## src/rtl/core/afth_pkg.sv

```systemverilog
// Shared types, constants and the control-store program for the fitness threshold block.
`timescale 1ns / 1ps
`default_nettype none
package afth_pkg;

    localparam int FIT_W      = 24;
    localparam int CNT_W      = 11;
    localparam int SUM_W      = 34;
    localparam int SQ_W       = 57;
    localparam int PROD_W     = 48;
    localparam int WIDE_W     = 67;
    localparam int VAR_W      = 48;
    localparam int ROOT_W     = 24;
    localparam int DEV_W      = 23;
    localparam int LEVEL_W    = 2;
    localparam int LOOP_W     = 7;
    localparam int STEP_W     = 4;
    localparam int DIV_R_W    = 2 * CNT_W;
    localparam int SQRT_R_W   = ROOT_W + 3;

    localparam int IN_TDATA_W  = 24;
    localparam int OUT_TDATA_W = 128;

    localparam logic [CNT_W-1:0]  MAX_SAMPLES = CNT_W'(1024);
    localparam logic [FIT_W-1:0]  NEG_LIMIT   = {1'b1, {(FIT_W-1){1'b0}}};

    localparam logic [LOOP_W-1:0] MUL_N_STEPS    = LOOP_W'(CNT_W);
    localparam logic [LOOP_W-1:0] MUL_S_STEPS    = LOOP_W'(SUM_W);
    localparam logic [LOOP_W-1:0] DIV_VAR_STEPS  = LOOP_W'(WIDE_W);
    localparam logic [LOOP_W-1:0] DIV_MEAN_STEPS = LOOP_W'(SUM_W);
    localparam logic [LOOP_W-1:0] SQRT_STEPS     = LOOP_W'(ROOT_W);

    localparam logic KIND_LOAD     = 1'b0;
    localparam logic KIND_CLASSIFY = 1'b1;
    localparam logic RK_THRESH     = 1'b0;
    localparam logic RK_CLASSIFY   = 1'b1;

    localparam logic [LEVEL_W-1:0] LVL_0 = 2'd0;
    localparam logic [LEVEL_W-1:0] LVL_1 = 2'd1;
    localparam logic [LEVEL_W-1:0] LVL_2 = 2'd2;
    localparam logic [LEVEL_W-1:0] LVL_3 = 2'd3;

    typedef enum logic [3:0] {
        OP_NOP,
        OP_SQUARE,
        OP_ACCUM,
        OP_MUL_N_SETUP,
        OP_MUL_STEP,
        OP_MUL_S_SETUP,
        OP_DIV_VAR_SETUP,
        OP_DIV_STEP,
        OP_DIV_MEAN_SETUP,
        OP_SQRT_SETUP,
        OP_SQRT_STEP,
        OP_TOP,
        OP_FINISH
    } op_t;

    typedef enum logic [1:0] {
        BR_NONE,
        BR_LOOP,
        BR_EXIT_NLAST
    } br_t;

    typedef enum logic [1:0] {
        S_IDLE = 2'b01,
        S_RUN  = 2'b10
    } seq_state_t;

    typedef struct packed {
        op_t               op;
        br_t               br;
        logic [STEP_W-1:0] target;
        logic              emit;
        logic              finish;
    } ucw_t;

    typedef struct packed {
        logic run;
        op_t  op;
        logic emit;
    } seq_ctl_t;

    typedef struct packed {
        logic             valid;
        logic [FIT_W-1:0] t1;
        logic [FIT_W-1:0] t2;
        logic [FIT_W-1:0] t3;
    } thr_t;

    typedef struct packed {
        logic [FIT_W-1:0] mean;
        logic [FIT_W-1:0] middle;
        logic [FIT_W-1:0] top;
        logic [FIT_W-1:0] largest;
        logic [DEV_W-1:0] deviation;
        logic             overflow;
    } res_t;

    function automatic ucw_t ucode_rom(input logic [STEP_W-1:0] addr);
        ucw_t w;
        w = '{op: OP_NOP, br: BR_NONE, target: '0, emit: 1'b0, finish: 1'b1};
        case (addr)
            STEP_W'(0):  w = '{OP_SQUARE,         BR_NONE,       STEP_W'(0),  1'b0, 1'b0};
            STEP_W'(1):  w = '{OP_ACCUM,          BR_EXIT_NLAST, STEP_W'(0),  1'b0, 1'b0};
            STEP_W'(2):  w = '{OP_MUL_N_SETUP,    BR_NONE,       STEP_W'(0),  1'b0, 1'b0};
            STEP_W'(3):  w = '{OP_MUL_STEP,       BR_LOOP,       STEP_W'(3),  1'b0, 1'b0};
            STEP_W'(4):  w = '{OP_MUL_S_SETUP,    BR_NONE,       STEP_W'(0),  1'b0, 1'b0};
            STEP_W'(5):  w = '{OP_MUL_STEP,       BR_LOOP,       STEP_W'(5),  1'b0, 1'b0};
            STEP_W'(6):  w = '{OP_DIV_VAR_SETUP,  BR_NONE,       STEP_W'(0),  1'b0, 1'b0};
            STEP_W'(7):  w = '{OP_DIV_STEP,       BR_LOOP,       STEP_W'(7),  1'b0, 1'b0};
            STEP_W'(8):  w = '{OP_DIV_MEAN_SETUP, BR_NONE,       STEP_W'(0),  1'b0, 1'b0};
            STEP_W'(9):  w = '{OP_DIV_STEP,       BR_LOOP,       STEP_W'(9),  1'b0, 1'b0};
            STEP_W'(10): w = '{OP_SQRT_SETUP,     BR_NONE,       STEP_W'(0),  1'b0, 1'b0};
            STEP_W'(11): w = '{OP_SQRT_STEP,      BR_LOOP,       STEP_W'(11), 1'b0, 1'b0};
            STEP_W'(12): w = '{OP_TOP,            BR_NONE,       STEP_W'(0),  1'b0, 1'b0};
            STEP_W'(13): w = '{OP_FINISH,         BR_NONE,       STEP_W'(0),  1'b1, 1'b1};
            default:     w = '{OP_NOP,            BR_NONE,       STEP_W'(0),  1'b0, 1'b1};
        endcase
        return w;
    endfunction

endpackage
`default_nettype wire

```

## src/rtl/core/afth_sequencer.sv

```systemverilog
// Step counter and control-store lookup with loop and exit branches.
`timescale 1ns / 1ps
`default_nettype none
module afth_sequencer (
    input  wire logic               clk,
    input  wire logic               rst_n,
    input  wire logic               start,
    input  wire logic               out_free,
    input  wire logic               cnt_last,
    input  wire logic               item_last,
    output afth_pkg::seq_ctl_t      ctl,
    output logic                    busy
);
    import afth_pkg::*;

    seq_state_t        state_reg, state_next;
    logic [STEP_W-1:0] step_reg, step_next;
    ucw_t              cw;
    logic              run;

    assign cw   = ucode_rom(step_reg);
    // an emitting step holds until the output slot is free
    assign run  = (state_reg == S_RUN) && !(cw.emit && !out_free);
    assign busy = (state_reg == S_RUN);

    assign ctl.run  = run;
    assign ctl.op   = cw.op;
    assign ctl.emit = run && cw.emit;

    always_comb
    begin
        state_next = state_reg;
        step_next  = step_reg;
        case (state_reg)
            S_IDLE:
            begin
                if (start)
                begin
                    state_next = S_RUN;
                    step_next  = '0;
                end
            end
            S_RUN:
            begin
                if (run)
                begin
                    if (cw.finish || (cw.br == BR_EXIT_NLAST && !item_last))
                        state_next = S_IDLE;
                    else if (cw.br == BR_LOOP && !cnt_last)
                        step_next = cw.target;
                    else
                        step_next = step_reg + STEP_W'(1);
                end
            end
            default:
            begin
                state_next = S_IDLE;
            end
        endcase
    end

    always_ff @(posedge clk or negedge rst_n)
    begin
        if (!rst_n)
        begin
            state_reg <= S_IDLE;
            step_reg  <= '0;
        end
        else
        begin
            state_reg <= state_next;
            step_reg  <= step_next;
        end
    end

endmodule
`default_nettype wire

```

## src/rtl/core/afth_datapath.sv

```systemverilog
// Set accumulators and the shared shift/add/subtract unit for products, quotients and root.
`timescale 1ns / 1ps
`default_nettype none
module afth_datapath (
    input  wire logic                         clk,
    input  wire logic                         rst_n,
    input  wire afth_pkg::seq_ctl_t           ctl,
    input  wire logic signed [afth_pkg::FIT_W-1:0] fitness,
    output logic                              cnt_last,
    output afth_pkg::thr_t                    thr,
    output afth_pkg::res_t                    res
);
    import afth_pkg::*;

    // set state
    logic [CNT_W-1:0]        count_reg, count_next;
    logic signed [SUM_W-1:0] sum_reg, sum_next;
    logic [SQ_W-1:0]         sq_reg, sq_next;
    logic signed [FIT_W-1:0] max_reg, max_next;
    logic                    drop_reg, drop_next;
    logic                    thr_valid_reg, thr_valid_next;
    logic [LOOP_W-1:0]       cnt_reg, cnt_next;

    // work registers
    logic [PROD_W-1:0]       prod_reg, prod_next;
    logic [WIDE_W-1:0]       a_reg, a_next;
    logic [WIDE_W-1:0]       b_reg, b_next;
    logic [WIDE_W-1:0]       q_reg, q_next;
    logic [WIDE_W-1:0]       p_reg, p_next;
    logic                    neg_reg, neg_next;
    logic [VAR_W-1:0]        var_reg, var_next;
    logic [FIT_W-1:0]        mean_reg, mean_next;
    logic [ROOT_W-1:0]       dev_reg, dev_next;
    logic [FIT_W-1:0]        top_reg, top_next;
    logic [FIT_W-1:0]        t1_reg, t1_next;
    logic [FIT_W-1:0]        t2_reg, t2_next;
    logic [FIT_W-1:0]        t3_reg, t3_next;

    logic signed [PROD_W-1:0] square_w;
    logic [SUM_W-1:0]         abs_sum;
    logic [2*CNT_W-1:0]       n_sq;
    logic [WIDE_W:0]          var_diff;
    logic [DIV_R_W-1:0]       div_rem;
    logic [SQRT_R_W-1:0]      sq_rem;
    logic [SQRT_R_W-1:0]      sq_trial;
    logic [FIT_W-1:0]         mean_mag;
    logic [FIT_W:0]           top_wide;
    logic [FIT_W-1:0]         top_sat;
    logic [FIT_W:0]           mid_diff;
    logic [FIT_W:0]           mid_round;
    logic [FIT_W-1:0]         mid_w;

    assign square_w = fitness * fitness;
    assign abs_sum  = sum_reg[SUM_W-1] ? SUM_W'(-sum_reg) : SUM_W'(sum_reg);
    assign n_sq     = {{CNT_W{1'b0}}, count_reg} * {{CNT_W{1'b0}}, count_reg};
    assign var_diff = {1'b0, p_reg} - {1'b0, a_reg};
    assign div_rem  = {a_reg[DIV_R_W-2:0], q_reg[WIDE_W-1]};
    assign sq_rem   = {a_reg[SQRT_R_W-3:0], q_reg[WIDE_W-1 -: 2]};
    assign sq_trial = {b_reg[ROOT_W:0], 2'b01};
    assign mean_mag = q_reg[FIT_W-1:0];

    // maximum minus deviation, clamped at the most negative value
    assign top_wide = {max_reg[FIT_W-1], max_reg} - {1'b0, b_reg[ROOT_W-1:0]};
    assign top_sat  = (top_wide[FIT_W] && !top_wide[FIT_W-1]) ? NEG_LIMIT
                                                              : top_wide[FIT_W-1:0];

    // mean + (top - mean) / 2, halving toward zero
    assign mid_diff  = {top_reg[FIT_W-1], top_reg} - {mean_reg[FIT_W-1], mean_reg};
    assign mid_round = mid_diff + {{FIT_W{1'b0}}, mid_diff[FIT_W]};
    assign mid_w     = mean_reg + mid_round[FIT_W:1];

    assign cnt_last = (cnt_reg == LOOP_W'(1));

    assign thr.valid = thr_valid_reg;
    assign thr.t1    = t1_reg;
    assign thr.t2    = t2_reg;
    assign thr.t3    = t3_reg;

    assign res.mean      = mean_reg;
    assign res.middle    = mid_w;
    assign res.top       = top_reg;
    assign res.largest   = max_reg;
    assign res.deviation = dev_reg[DEV_W-1:0];
    assign res.overflow  = drop_reg;

    always_comb
    begin
        count_next     = count_reg;
        sum_next       = sum_reg;
        sq_next        = sq_reg;
        max_next       = max_reg;
        drop_next      = drop_reg;
        thr_valid_next = thr_valid_reg;
        cnt_next       = cnt_reg;
        prod_next      = prod_reg;
        a_next         = a_reg;
        b_next         = b_reg;
        q_next         = q_reg;
        p_next         = p_reg;
        neg_next       = neg_reg;
        var_next       = var_reg;
        mean_next      = mean_reg;
        dev_next       = dev_reg;
        top_next       = top_reg;
        t1_next        = t1_reg;
        t2_next        = t2_reg;
        t3_next        = t3_reg;
        if (ctl.run)
        begin
            case (ctl.op)
                OP_SQUARE:
                begin
                    prod_next = PROD_W'(square_w);
                end
                OP_ACCUM:
                begin
                    if (count_reg < MAX_SAMPLES)
                    begin
                        count_next = count_reg + CNT_W'(1);
                        sum_next   = sum_reg + SUM_W'(fitness);
                        sq_next    = sq_reg + SQ_W'(prod_reg);
                        if (fitness > max_reg)
                            max_next = fitness;
                    end
                    else
                    begin
                        drop_next = 1'b1;
                    end
                end
                OP_MUL_N_SETUP:
                begin
                    a_next   = '0;
                    b_next   = WIDE_W'(sq_reg);
                    q_next   = WIDE_W'(count_reg);
                    cnt_next = MUL_N_STEPS;
                end
                OP_MUL_STEP:
                begin
                    if (q_reg[0])
                        a_next = a_reg + b_reg;
                    b_next   = b_reg << 1;
                    q_next   = q_reg >> 1;
                    cnt_next = cnt_reg - LOOP_W'(1);
                end
                OP_MUL_S_SETUP:
                begin
                    p_next   = a_reg;
                    a_next   = '0;
                    b_next   = WIDE_W'(abs_sum);
                    q_next   = WIDE_W'(abs_sum);
                    cnt_next = MUL_S_STEPS;
                end
                OP_DIV_VAR_SETUP:
                begin
                    neg_next = var_diff[WIDE_W];
                    q_next   = var_diff[WIDE_W-1:0];
                    a_next   = '0;
                    b_next   = WIDE_W'(n_sq);
                    cnt_next = DIV_VAR_STEPS;
                end
                OP_DIV_STEP:
                begin
                    if (div_rem >= b_reg[DIV_R_W-1:0])
                    begin
                        a_next = WIDE_W'(div_rem - b_reg[DIV_R_W-1:0]);
                        q_next = {q_reg[WIDE_W-2:0], 1'b1};
                    end
                    else
                    begin
                        a_next = WIDE_W'(div_rem);
                        q_next = {q_reg[WIDE_W-2:0], 1'b0};
                    end
                    cnt_next = cnt_reg - LOOP_W'(1);
                end
                OP_DIV_MEAN_SETUP:
                begin
                    var_next = neg_reg ? '0 : q_reg[VAR_W-1:0];
                    q_next   = {abs_sum, {(WIDE_W-SUM_W){1'b0}}};
                    a_next   = '0;
                    b_next   = WIDE_W'(count_reg);
                    cnt_next = DIV_MEAN_STEPS;
                end
                OP_SQRT_SETUP:
                begin
                    mean_next = sum_reg[SUM_W-1] ? (~mean_mag + FIT_W'(1)) : mean_mag;
                    q_next    = {var_reg, {(WIDE_W-VAR_W){1'b0}}};
                    a_next    = '0;
                    b_next    = '0;
                    cnt_next  = SQRT_STEPS;
                end
                OP_SQRT_STEP:
                begin
                    if (sq_rem >= sq_trial)
                    begin
                        a_next = WIDE_W'(sq_rem - sq_trial);
                        b_next = {b_reg[WIDE_W-2:0], 1'b1};
                    end
                    else
                    begin
                        a_next = WIDE_W'(sq_rem);
                        b_next = {b_reg[WIDE_W-2:0], 1'b0};
                    end
                    q_next   = q_reg << 2;
                    cnt_next = cnt_reg - LOOP_W'(1);
                end
                OP_TOP:
                begin
                    dev_next = b_reg[ROOT_W-1:0];
                    top_next = top_sat;
                end
                OP_FINISH:
                begin
                    t1_next        = mean_reg;
                    t2_next        = mid_w;
                    t3_next        = top_reg;
                    thr_valid_next = 1'b1;
                    count_next     = '0;
                    sum_next       = '0;
                    sq_next        = '0;
                    max_next       = NEG_LIMIT;
                    drop_next      = 1'b0;
                end
                default:
                begin
                end
            endcase
        end
    end

    always_ff @(posedge clk or negedge rst_n)
    begin
        if (!rst_n)
        begin
            count_reg     <= '0;
            sum_reg       <= '0;
            sq_reg        <= '0;
            max_reg       <= NEG_LIMIT;
            drop_reg      <= 1'b0;
            thr_valid_reg <= 1'b0;
            cnt_reg       <= '0;
        end
        else
        begin
            count_reg     <= count_next;
            sum_reg       <= sum_next;
            sq_reg        <= sq_next;
            max_reg       <= max_next;
            drop_reg      <= drop_next;
            thr_valid_reg <= thr_valid_next;
            cnt_reg       <= cnt_next;
        end
    end

    always_ff @(posedge clk)
    begin
        prod_reg <= prod_next;
        a_reg    <= a_next;
        b_reg    <= b_next;
        q_reg    <= q_next;
        p_reg    <= p_next;
        neg_reg  <= neg_next;
        var_reg  <= var_next;
        mean_reg <= mean_next;
        dev_reg  <= dev_next;
        top_reg  <= top_next;
        t1_reg   <= t1_next;
        t2_reg   <= t2_next;
        t3_reg   <= t3_next;
    end

    a_count_bound: assert property (@(posedge clk) disable iff (!rst_n)
        count_reg <= MAX_SAMPLES)
        else $error("sample count beyond capacity");

    a_drop_full: assert property (@(posedge clk) disable iff (!rst_n)
        drop_reg |-> (count_reg == MAX_SAMPLES))
        else $error("drop flag set while set not full");

    a_finish_clears: assert property (@(posedge clk) disable iff (!rst_n)
        (ctl.run && ctl.op == OP_FINISH) |=>
            (count_reg == '0 && !drop_reg && thr_valid_reg))
        else $error("set not cleared after threshold result");

endmodule
`default_nettype wire

```

## src/rtl/core/adaptive_fitness_thresholds.sv

```systemverilog
// Top level: stream ports, classification and the output register.
//
// Input channel s_axis: tuser is the item kind (0 load a fitness sample,
// 1 classify a fitness), tdata the signed fitness with 8 fraction bits,
// tlast marks the sample that closes a set.
// Output channel m_axis: tuser is the result kind (0 threshold set,
// 1 classification level), tdata carries the level or the threshold set.
// Classify: result registered in the cycle after acceptance; one item per
// cycle while the output is taken.
// Load without tlast: acceptance plus two control steps per item.
// Load with tlast: after acceptance, the shared shift/add/subtract unit
// does the two products, the two quotients and the square root one bit
// or one digit per cycle before the result is presented.
// No new item is taken while a set is being closed.
// Reset clears the set accumulators and invalidates the thresholds; until
// the first set closes, every classification returns level 0.
// A stalled receiver holds the result in the output register; the block
// then takes no new item until that result leaves.
`timescale 1ns / 1ps
`default_nettype none
module adaptive_fitness_thresholds (
    input  wire logic                                 clk,
    input  wire logic                                 rst_n,
    input  wire logic                                 s_axis_tvalid,
    output logic                                      s_axis_tready,
    input  wire logic [afth_pkg::IN_TDATA_W-1:0]      s_axis_tdata,  // fitness
    input  wire logic                                 s_axis_tlast,  // last_sample
    input  wire logic                                 s_axis_tuser,  // kind
    output logic                                      m_axis_tvalid,
    input  wire logic                                 m_axis_tready,
    // level, mean_threshold, middle_threshold, top_threshold, largest,
    // deviation, overflow, zero pad
    output logic [afth_pkg::OUT_TDATA_W-1:0]          m_axis_tdata,
    output logic                                      m_axis_tuser   // result_kind
);
    import afth_pkg::*;

    logic                    accept;
    logic                    start;
    logic                    out_free;
    logic                    busy;
    logic                    cnt_last;
    seq_ctl_t                ctl;
    thr_t                    thr;
    res_t                    res;

    logic signed [FIT_W-1:0] fit_reg;
    logic                    last_reg;
    logic                    out_valid_reg, out_valid_next;
    logic                    out_kind_reg, out_kind_next;
    logic [OUT_TDATA_W-1:0]  out_data_reg, out_data_next;

    logic signed [FIT_W-1:0] f_in;
    logic [LEVEL_W-1:0]      lvl;

    assign out_free      = !out_valid_reg || m_axis_tready;
    assign s_axis_tready = !busy && out_free;
    assign accept        = s_axis_tvalid && s_axis_tready;
    assign start         = accept && (s_axis_tuser == KIND_LOAD);
    assign f_in          = $signed(s_axis_tdata[FIT_W-1:0]);

    afth_sequencer u_seq (
        .clk       (clk),
        .rst_n     (rst_n),
        .start     (start),
        .out_free  (out_free),
        .cnt_last  (cnt_last),
        .item_last (last_reg),
        .ctl       (ctl),
        .busy      (busy)
    );

    afth_datapath u_dp (
        .clk      (clk),
        .rst_n    (rst_n),
        .ctl      (ctl),
        .fitness  (fit_reg),
        .cnt_last (cnt_last),
        .thr      (thr),
        .res      (res)
    );

    // first matching band wins; level 0 band starts at one LSB
    always_comb
    begin
        lvl = LVL_0;
        if (thr.valid)
        begin
            if (f_in >= $signed(FIT_W'(1)) && f_in <= $signed(thr.t1))
                lvl = LVL_0;
            else if (f_in >= $signed(thr.t1) && f_in <= $signed(thr.t2))
                lvl = LVL_1;
            else if (f_in >= $signed(thr.t2) && f_in <= $signed(thr.t3))
                lvl = LVL_2;
            else if (f_in >= $signed(thr.t3))
                lvl = LVL_3;
            else
                lvl = LVL_0;
        end
    end

    always_comb
    begin
        out_valid_next = out_valid_reg;
        out_kind_next  = out_kind_reg;
        out_data_next  = out_data_reg;
        if (out_free)
        begin
            if (ctl.emit)
            begin
                out_valid_next = 1'b1;
                out_kind_next  = RK_THRESH;
                out_data_next  = {6'b0, res.overflow, res.deviation, res.largest,
                                  res.top, res.middle, res.mean, LVL_0};
            end
            else if (accept && s_axis_tuser == KIND_CLASSIFY)
            begin
                out_valid_next = 1'b1;
                out_kind_next  = RK_CLASSIFY;
                out_data_next  = {{(OUT_TDATA_W-LEVEL_W){1'b0}}, lvl};
            end
            else
            begin
                out_valid_next = 1'b0;
            end
        end
    end

    always_ff @(posedge clk or negedge rst_n)
    begin
        if (!rst_n)
            out_valid_reg <= 1'b0;
        else
            out_valid_reg <= out_valid_next;
    end

    always_ff @(posedge clk)
    begin
        out_kind_reg <= out_kind_next;
        out_data_reg <= out_data_next;
        if (accept)
        begin
            fit_reg  <= f_in;
            last_reg <= s_axis_tlast;
        end
    end

    assign m_axis_tvalid = out_valid_reg;
    assign m_axis_tdata  = out_data_reg;
    assign m_axis_tuser  = out_kind_reg;

    a_busy_blocks: assert property (@(posedge clk) disable iff (!rst_n)
        busy |-> !s_axis_tready)
        else $error("item taken while a program runs");

    a_emit_free: assert property (@(posedge clk) disable iff (!rst_n)
        ctl.emit |-> out_free)
        else $error("threshold result issued into a full output register");

    a_class_clean: assert property (@(posedge clk) disable iff (!rst_n)
        (m_axis_tvalid && m_axis_tuser == RK_CLASSIFY) |->
            (m_axis_tdata[OUT_TDATA_W-1:LEVEL_W] == '0))
        else $error("classification result carries threshold data");

endmodule
`default_nettype wire
```

## config.mk

```make
export PLATFORM = sky130hd
export DESIGN_NAME = adaptive_fitness_thresholds
export DESIGN_NICKNAME = d
export VERILOG_FILES = /design/src/rtl/core/afth_pkg.sv /design/src/rtl/core/afth_sequencer.sv /design/src/rtl/core/afth_datapath.sv /design/src/rtl/core/adaptive_fitness_thresholds.sv
export SDC_FILE = /design/constraint.sdc
export NUM_CORES = 2
export LEC_CHECK = 0
export ABC_CLOCK_PERIOD_IN_PS = 7500
export BUFFER_PORTS_ARGS = -buffer_cell sky130_fd_sc_hd__buf_2
export CAP_MARGIN = 25
export CORE_ASPECT_RATIO = 0.75
export CORE_UTILIZATION = 59
export CTS_CLUSTER_DIAMETER = 60
export DETAILED_ROUTE_END_ITERATION = 6
export MAX_ROUTING_LAYER = met4
export PLACE_DENSITY_LB_ADDON = 0.2
export SLEW_MARGIN = 20
export SYNTH_ARGS = -nofsm -noshare
export SYNTH_HDL_FRONTEND = slang
export SYNTH_SLANG_ARGS = --single-unit
export TNS_END_PERCENT = 100
```

## constraint.sdc

```tcl
create_clock -name clk -period 7.5 [get_ports clk]
set_input_delay 0.375 -clock clk [delete_from_list [all_inputs] [get_ports clk]]
set_output_delay 0.375 -clock clk [all_outputs]
set_load 0.02 [all_outputs]
```

==> impl_metrics.yaml <==
placement:
  port_buffers: 154
  pre_cts_ws_ns: -0.1177
  globalplace.congestion: 1.042
  place_area_mm2: 0.07843
  hpwl_um: 190300
logic_synthesis:
  yosysUniqueCellTypes: 93
  ys_ff_latch: 797
  synth_edf_count: 655
  postSynthCellCount: 7751
  ys.warnings.count: 0
  synth_flop_cell: "edfxtp_1"
  async_flop_share: 0.1782
  syn-cell-area_mm2: 0.07513
  avgSynthCellArea_um2: 9.692
  yosysSeqAreaShare: 0.3091
critical_path:
  arrival_ns: 7.79
  worstSetupStartpoint: "fit_reg[10]$_DFFE_PP_"
  crit_type: "flop to flop"
  critPathMaxFanout: 13
  r2r-end: "u_dp.prod_reg[45]$_DFFE_PP_"
  crit_end: "u_dp.prod_reg[45]$_DFFE_PP_"
  rr_startpoint: "fit_reg[10]$_DFFE_PP_"
  cp.required_ns: 7.98
  rr_worst_depth: 26
  cp-start-kind: "flop"
  ff2ff_setup_slack_ns: 0.19
  cp-end-kind: "flop"
sta:
  fin_crit_sh: 0.9753
  worst_pin_slew_ns: 1.441
  setup-tns-final_ns: 0
  max_freq_mhz: 136.7
  drv_slew: 0
  hold_viol: 0
  finClkSkew_ns: 0.05073
  timing.final.ws_setup_ns: 0.1853
  fin_crit_ns: 7.315
  slew_headroom: 0.01440
  setup_viol: 0
finish:
  design_area_mm2: 0.08225
  final_common_cell: "inv_1"
  nets: 9214
  drive_gt1_frac: 0.08050
  largest_reg_flops: 122
  layout_common_cells: "inv_1, edfxtp_1, ha_1"
  area_growth_pct: 9.488
  utilization: 0.6566
clock_tree:
  cts_root_buf: "clkbuf_16"
  cts_num_sinks: 797
  insertion_delay_ns: 0.74
  cts_tree: "done"
  htree_levels: 3
  clk_pin_slew_ns: 0.07
  cts_max_path_buffers: 3
  cts_buffers: 94
hold_path:
  min_path_type: "input port to flop"
  hold_path_depth: 1
drt:
  viasPerCell: 6.349
  drc: 49
  routed_wl_um: 243200
  drt_pass1_iterations: 7
  dr.first_iter.drc_count: 8146
  avgRoutedWirePerCell_um: 25.19
  num_vias: 61310
  ant_nets: 0
global_routing:
  grt_max_degree: 110
  gr-total-overflow: 0
  grt.total_usage: 0.3876
  grt_pass1_wl_um: 366900
  first_global_vias: 58910
  antenna_found_initial: 11
floorplan:
  fp-row-count: 112
  ios: 161
  die_x_um: 414.0
  start_util: 0.5997
  die_h_um: 311.0
  die_area_mm2: 0.1288
  core-area_mm2: 0.1253
outcome:
  status: "finished, violations left"
  violations: "design-rule violations, max-capacitance violations"
job:
  max_cap_violations: 1
[cells in the mapped netlist (all sizes together) (38+ instances only)]
cell type / instances / area (µm²)
inv: 1115 / 4185
edfxtp: 655 / 19670
ha: 644 / 8058
fa: 630 / 12610
nand2: 616 / 2315
nor2: 463 / 1738
a21oi: 427 / 2137
o21ai: 390 / 1952
xnor2: 305 / 2671
clkbuf: 280 / 1054
a21o: 224 / 1682
and2: 222 / 1389
xor2: 145 / 1270
dfrtp: 140 / 3503
nor2b: 115 / 719.4
nand3: 107 / 535.5
nor3: 92 / 460.4
nand4: 81 / 506.7
nand2b: 74 / 462.9
o21bai: 71 / 533.0
o31ai: 67 / 516.8
a222oi: 62 / 620.6
o21a: 57 / 427.9
a22o: 53 / 464.2
a31oi: 49 / 306.5
or3: 49 / 311.6
o211ai: 45 / 342.8
and3: 44 / 275.3
a211oi: 38 / 285.3
[cell type report]
class | count | area [µm²]
Fill cell | 10130 | 43030
Antenna cell | 16 | 40.04
Timing Repair Buffer | 363 | 2495
Tap cell | 1653 | 2068
Inverter | 1117 | 4197
Sequential cell | 797 | 23230
Clock buffer | 117 | 2480
Multi-Input combinational cell | 5537 | 47040
Clock inverter | 57 | 706.9
[worst max-delay path, cell delays in order, from the launching register on]
cell      delay [ns]
edfxtp_1        0.45
buf_4           0.21
buf_4           0.22
and2_1          0.18
fa_1            0.50
inv_1           0.07
fa_1            0.53
inv_1           0.05
fa_1            0.49
fa_1            0.58
fa_1            0.43
fa_1            0.51
inv_1           0.06
fa_1            0.54
inv_1           0.05
ha_1            0.29
nor3_1          0.22
nor2_1          0.07
o41a_1          0.12
o31a_1          0.31
a211o_1         0.25
a21oi_2         0.18
o211ai_1        0.19
a21oi_2         0.25
o21ai_2         0.11
nand4_1         0.11
a31oi_1         0.08
[how the worst min path moves through the flow]
stage	startpoint	to	slack (ns)
2_1_floorplan	rst_n	m_axis_tvalid$_DFFE_PN0P_	0.08
5_1_grt	s_axis_tdata[9]	fit_reg[9]$_DFFE_PP_	0.01
4_1_cts	s_axis_tdata[13]	fit_reg[13]$_DFFE_PP_	0.002
3_5_place_dp	u_dp.mean_reg[23]$_DFFE_PP_	u_dp.t1_reg[23]$_DFFE_PP_	0.44
6_report	s_axis_tdata[13]	fit_reg[13]$_DFFE_PP_	0.04
3_3_place_gp	u_dp.mean_reg[23]$_DFFE_PP_	u_dp.t1_reg[23]$_DFFE_PP_	0.43
[cells by family after synthesis]
kind of cell | synth area share
other | 0.00004992
flip-flops | 0.3091
buffers and inverters | 0.07145
adder cells (fa/ha/maj) | 0.2751
XOR/XNOR | 0.05246
AO/OA/AOI/OAI | 0.1610
AND/OR/NAND/NOR | 0.1281
multiplexers | 0.002648
[metal layers]
metal	up-vias	wire length, µm	track usage
met4	0	9096	0.1234
met2	3488	99270	0.5259
met5	-	0	-
met3	533	31190	0.1094
met1	30100	103700	0.5569
li1	27190	-	-
[stage by stage]
step                      cells  hold WS [ns]
after floorplan            7756       0.07941
after global placement     9430        0.4322
after detailed placement   9436        0.4387
after CTS                  9623      0.002056
after global routing       9652      0.009949
final                      9657       0.04197
[timing repair]
action,CTS,global route
gates resized for setup,8,77
hold buffers,7,0
setup endpoints to repair,8,15
pin swaps,1,32
endpoints found under the hold margin,66,0
setup buffers,6,14
Power is not shown: default switching activity piles up to over one toggle a cycle in this logic, so the estimate is an artifact.
